**config.mk**
```make
export PLATFORM = sky130hd
export DESIGN_NAME = lc3ie_ctrl
export DESIGN_NICKNAME = d
export VERILOG_FILES = /design/src/hdl/lc3ie_pkg.sv /design/src/hdl/lc3ie_ctrl.sv
export SDC_FILE = /design/constraint.sdc
export NUM_CORES = 1
export LEC_CHECK = 0
export BUFFER_PORTS_ARGS = -buffer_cell sky130_fd_sc_hd__buf_2
export CORE_AREA = 2 2 39 41
export DETAILED_ROUTE_END_ITERATION = 7
export DIE_AREA = 0 0 41 43
export GPL_TIMING_DRIVEN = 0
export SLEW_MARGIN = 20
export SYNTH_ARGS = -nofsm -noshare
export SYNTH_HDL_FRONTEND = slang
export SYNTH_SLANG_ARGS = --single-unit
```
**constraint.sdc**
```tcl
create_clock -name clk -period 1.6 [get_ports clk]
set_input_delay 0.08 -clock clk [delete_from_list [all_inputs] [get_ports clk]]
set_output_delay 0.08 -clock clk [all_outputs]
set_load 0.01 [all_outputs]
```
**src/hdl/lc3ie_pkg.sv**
```systemverilog
// ----------------------------------------------------------------------------
// lc3ie_pkg
// Shared types and constants for the LC-3 subset execute unit.
// ----------------------------------------------------------------------------
`default_nettype none

package lc3ie_pkg;

  localparam int unsigned ADDR_BITS = 16;
  localparam logic [15:0] START_PC_RESET = 16'h3000;

  localparam logic [3:0] OPC_BR   = 4'h0;
  localparam logic [3:0] OPC_ADD  = 4'h1;
  localparam logic [3:0] OPC_LD   = 4'h2;
  localparam logic [3:0] OPC_JSR  = 4'h4;
  localparam logic [3:0] OPC_AND  = 4'h5;
  localparam logic [3:0] OPC_LDR  = 4'h6;
  localparam logic [3:0] OPC_NOT  = 4'h9;
  localparam logic [3:0] OPC_JMP  = 4'hC;
  localparam logic [3:0] OPC_TRAP = 4'hF;

  localparam logic [7:0] VEC_GETC = 8'h20;
  localparam logic [7:0] VEC_OUT  = 8'h21;
  localparam logic [7:0] VEC_IN   = 8'h23;
  localparam logic [7:0] VEC_HALT = 8'h25;

  // memory address select
  typedef enum logic [1:0] {
    MA_LOAD = 2'd0,
    MA_PC   = 2'd1,
    MA_DATA = 2'd2
  } maddr_sel_t;

  // controller to datapath
  typedef struct packed {
    logic       mem_we;
    logic       mem_re;
    maddr_sel_t maddr;
    logic       latch_req;
    logic       exec;      // execute instruction held in fetch register
    logic       finish;    // writeback of a load-type instruction
    logic       set_pc;    // config write
  } lc3ie_cmd_t;

  // datapath to controller
  typedef struct packed {
    logic is_load;         // LD or LDR
    logic stopped;
  } lc3ie_sts_t;

endpackage

`default_nettype wire

```
**src/hdl/lc3ie_ctrl.sv**
```systemverilog
// ----------------------------------------------------------------------------
// lc3ie_ctrl
// Sequencer: load, fetch, execute, data read and result hand-off.
// ----------------------------------------------------------------------------
`default_nettype none

module lc3ie_ctrl (
  input  wire logic                 clk,
  input  wire logic                 rst,
  input  wire logic                 in_valid,
  output logic                      in_stall,
  input  wire logic                 operation,
  input  wire logic                 out_stall,
  output logic                      out_valid,
  input  wire logic                 cfg_we,
  input  wire lc3ie_pkg::lc3ie_sts_t sts,
  output lc3ie_pkg::lc3ie_cmd_t     cmd
);

  typedef enum logic [4:0] {
    S_IDLE  = 5'b00001,
    S_FETCH = 5'b00010,
    S_EXEC  = 5'b00100,
    S_DATA  = 5'b01000,
    S_WB    = 5'b10000
  } state_t;

  state_t state, state_next;
  logic   res_valid, res_valid_next;
  logic   take;

  // one result slot; new request taken only with the slot free or draining
  assign in_stall  = (state != S_IDLE) || (res_valid && out_stall);
  assign take      = in_valid && !in_stall;
  assign out_valid = res_valid;

  always_comb begin
    state_next     = state;
    res_valid_next = res_valid && out_stall;
    cmd            = '0;
    cmd.maddr      = lc3ie_pkg::MA_LOAD;
    cmd.set_pc     = cfg_we;
    unique case (state)
      S_IDLE: begin
        if (take) begin
          cmd.latch_req = 1'b1;
          if (!operation) begin
            cmd.mem_we     = 1'b1;
            res_valid_next = 1'b1;
          end else if (sts.stopped) begin
            res_valid_next = 1'b1;
          end else begin
            cmd.mem_re = 1'b1;
            cmd.maddr  = lc3ie_pkg::MA_PC;
            state_next = S_FETCH;
          end
        end
      end
      S_FETCH: state_next = S_EXEC;
      S_EXEC: begin
        cmd.exec = 1'b1;
        if (sts.is_load) begin
          state_next = S_DATA;
        end else begin
          res_valid_next = 1'b1;
          state_next     = S_IDLE;
        end
      end
      S_DATA: begin
        cmd.mem_re = 1'b1;
        cmd.maddr  = lc3ie_pkg::MA_DATA;
        state_next = S_WB;
      end
      S_WB: begin
        cmd.finish     = 1'b1;
        res_valid_next = 1'b1;
        state_next     = S_IDLE;
      end
      default: state_next = S_IDLE;
    endcase
  end

  always_ff @(posedge clk) begin
    if (rst) begin
      state     <= S_IDLE;
      res_valid <= 1'b0;
    end else begin
      state     <= state_next;
      res_valid <= res_valid_next;
    end
  end

endmodule

`default_nettype wire

```
==> impl_metrics.ini <==
[run_status]
outcome = complete, no violations

[clock_network]
cts_setup_buffers = 0
worstSkewPairLatency_ns = 0.24
cts_root_buf = clkbuf_4
ctsHoldBuffers = 0
cts-htree-levels = 1
cts.sinks = 6
cts_repair_resize_count = 0
cts_tree = done
clk_path_buf_depth = 2
cts-buffers-inserted = 3
clk_pin_slew_worst_setup_hold_paths_ns = 0.05

[yosys]
ys_ff_latch = 6
ys_warn_count = 0
synth_sequential_area_ratio_pct = 32.54
netlist_area_um2 = 369.1
syn_avg_cell_area_um2 = 9.228
postSynthNetCount = 48
number_of_distinct_library_cells_after_synthesis = 22
postSynthCellCount = 40

[pwr]
max-vdd-ir-drop_v = 0.0003096
power.leakage_uw = 0.0002592
power_dens_cells_nw_per_um2 = 735.7
p_total_uw = 367.3

[placed_design]
port-buffer-count = 16
dp_hpwl_um = 620.4
placed_cells = 72
gp_routability_congestion = 0.7088

[worst_setup_path]
arrival_worst_endpoint_ns = 1.38
critPathKind = reg -> out
worstSetupEndpointType = output pin
start_kind = register
worst-path-max-fanout = 4
regToRegEndpoint = state[0]
ff2ff_path_depth = 3
critical_path_required_ns = 1.52
r2r_slack_ns = 0.17
critical_path.reg2reg.startpoint = out_valid

[floorplan]
design.die.area_um2 = 1763
die_height_um = 43
fp-row-count = 14
core-area_um2 = 1384
die_width_um = 41
floorplan.initialDensity_pct = 26.67
num_io_pins = 18

[routing]
antenna_violating_nets_post_route = 0
drt-wirelength-per-cell_um = 10.37
postRouteWirelength_um = 778
detail_route.first_pass.iterations = 4
avgViaCountPerCell = 4.880
detailedRoute.firstIterationViolations = 2
drt_drc_violations_left = 0
routed-via-count = 366

[sta]
timing_hold_violations_final = 0
slew_viol_final = 0
layout_worst_path_cycle_share_pct = 91.46
fmaxAchievable_mhz = 683.4
slew_headroom_pct = 72.47
timing.setup.tns_ns = 0
clock-skew-final_ns = 0.005504
unrepaired_setup_endpoints_after_global_routing = false
finalSetupViolations = 0
worst-slew-pin-transition_ns = 0.4121
final.min_clock_period_ns = 1.463

[layout]
layout-drive-gt1-share_pct = 42.37
final_common_cell = buf_2
postLayoutCoreUtil_pct = 36.08
mostFrequentLayoutCells = buf_2, dfxtp_1, inv_1
area_growth_syn_to_layout_pct = 35.25
nNetsFinal = 69
finish.cell_count_without_fillers = 75
antenna-diode-count = 0
n_fill_cell = 157

[grt]
grt-ovfl-total = 0
first_pass_grt_wire_length_mm = 1.228
grt_max_degree = 8
via_count_of_the_first_global_routing_pass = 312
grt_util_all_layers_pct = 10.84
antenna_found_initial = 0

[job]
drv.max_cap_violation_count = 0

[hold_path]
whs_endpoint = out_valid
worst_hold_path_type = in -> reg
min_delay_path_depth = 2
timing.hold.worst.start = rst
## cell usage after synthesis
library cell | number | area [µm²]
nor4b_2 | 1 | 15.01
nand3_1 | 3 | 15.01
nand4b_1 | 1 | 8.760
nor2b_1 | 4 | 25.02
inv_1 | 4 | 15.01
or3_1 | 1 | 6.260
nor4b_1 | 2 | 17.52
a2111oi_4 | 1 | 27.53
and4bb_1 | 1 | 12.51
xor2_1 | 1 | 8.760
buf_4 | 1 | 7.510
nor2_1 | 3 | 11.26
or4_1 | 1 | 7.510
a41oi_2 | 1 | 16.27
nand4_1 | 1 | 6.260
a221oi_1 | 1 | 8.760
a21boi_1 | 1 | 7.510
or3b_1 | 1 | 8.760
nor3_1 | 2 | 10.01
nand2_1 | 2 | 7.510
dfxtp_1 | 6 | 120.1
and3_1 | 1 | 6.260
## cell type report
cell class | instances | area [µm²] | share of cell area, %
Buffer | 1 | 7.507 | 1.504
Clock buffer | 3 | 22.52 | 4.511
Inverter | 4 | 15.01 | 3.008
Multi-Input combinational cell | 29 | 234.0 | 46.87
Sequential cell | 6 | 120.1 | 24.06
Tap cell | 16 | 20.02 | 4.010
Timing Repair Buffer | 16 | 80.08 | 16.04
## cell families after synthesis
group	after synthesis	share of synthesized area (%)
xor gates and xnor gates	1	2.373
DFF	6	32.54
AOI/OAI and AO/OA	4	16.27
and+or+nand+nor	24	42.71
buffers and inverters	5	6.101
## stage by stage
| stage | hold WS, ns | cell area, µm² | setup slack [ns] |
|---|---|---|---|
| 4_1_cts | 0.08241 | 491.7 | 0.01875 |
| 6_report | 0.09045 | 499.2 | 0.1367 |
| 5_1_grt | 0.09037 | 499.2 | 0.001519 |
| 2_1_floorplan | 0.1433 | 369.1 | 0.2340 |
| 3_5_place_dp | 0.3395 | 469.2 | 0.1711 |
| 3_3_place_gp | 0.3330 | 469.2 | 0.2009 |
## metal layers
metal | track usage (%) | up-vias | part of all wire [%] | wire, µm
li1 | - | 189 | - | -
met1 | 12.22 | 166 | 44 | 339
met2 | 14.37 | 11 | 49 | 378
met3 | 7.853 | 0 | 7.7 | 60
met4 | 6.000 | 0 | 0 | 0
met5 | 0 | - | 0 | 0
## where the power goes
part           leakage [µW]  switching, µW  internal (µW)  total, µW
sequential        0.0000488           5.59            155        160
combinational      0.000197           35.8           36.4       72.2
clock             0.0000138           50.1           84.5        135
total              0.000259           91.5            276        367
## flip-flops by register name, indices dropped and copies added, names as in the netlist
signal	cells
state	5
out_valid	1
## worst max-delay path, stage by stage, from the launching register on
cell      delay (ns)
dfxtp_1         0.31
a21boi_1        0.37
and3_1          0.22
nor2b_1         0.11
buf_2           0.13
## worst max path at each step
| stage | slack (ns) | to | start |
|---|---|---|---|
| CTS | 0.02 | cmd[6] | state[1] |
| finish | 0.14 | cmd[7] | out_valid |
| floorplan | 0.23 | state[0] | out_valid |
| detailed placement | 0.17 | state[0] | out_valid |
| global route | 0.002 | cmd[7] | out_valid |
| global placement | 0.20 | state[0] | out_valid |
No activity file was read; power rests on OpenSTA's default activity.
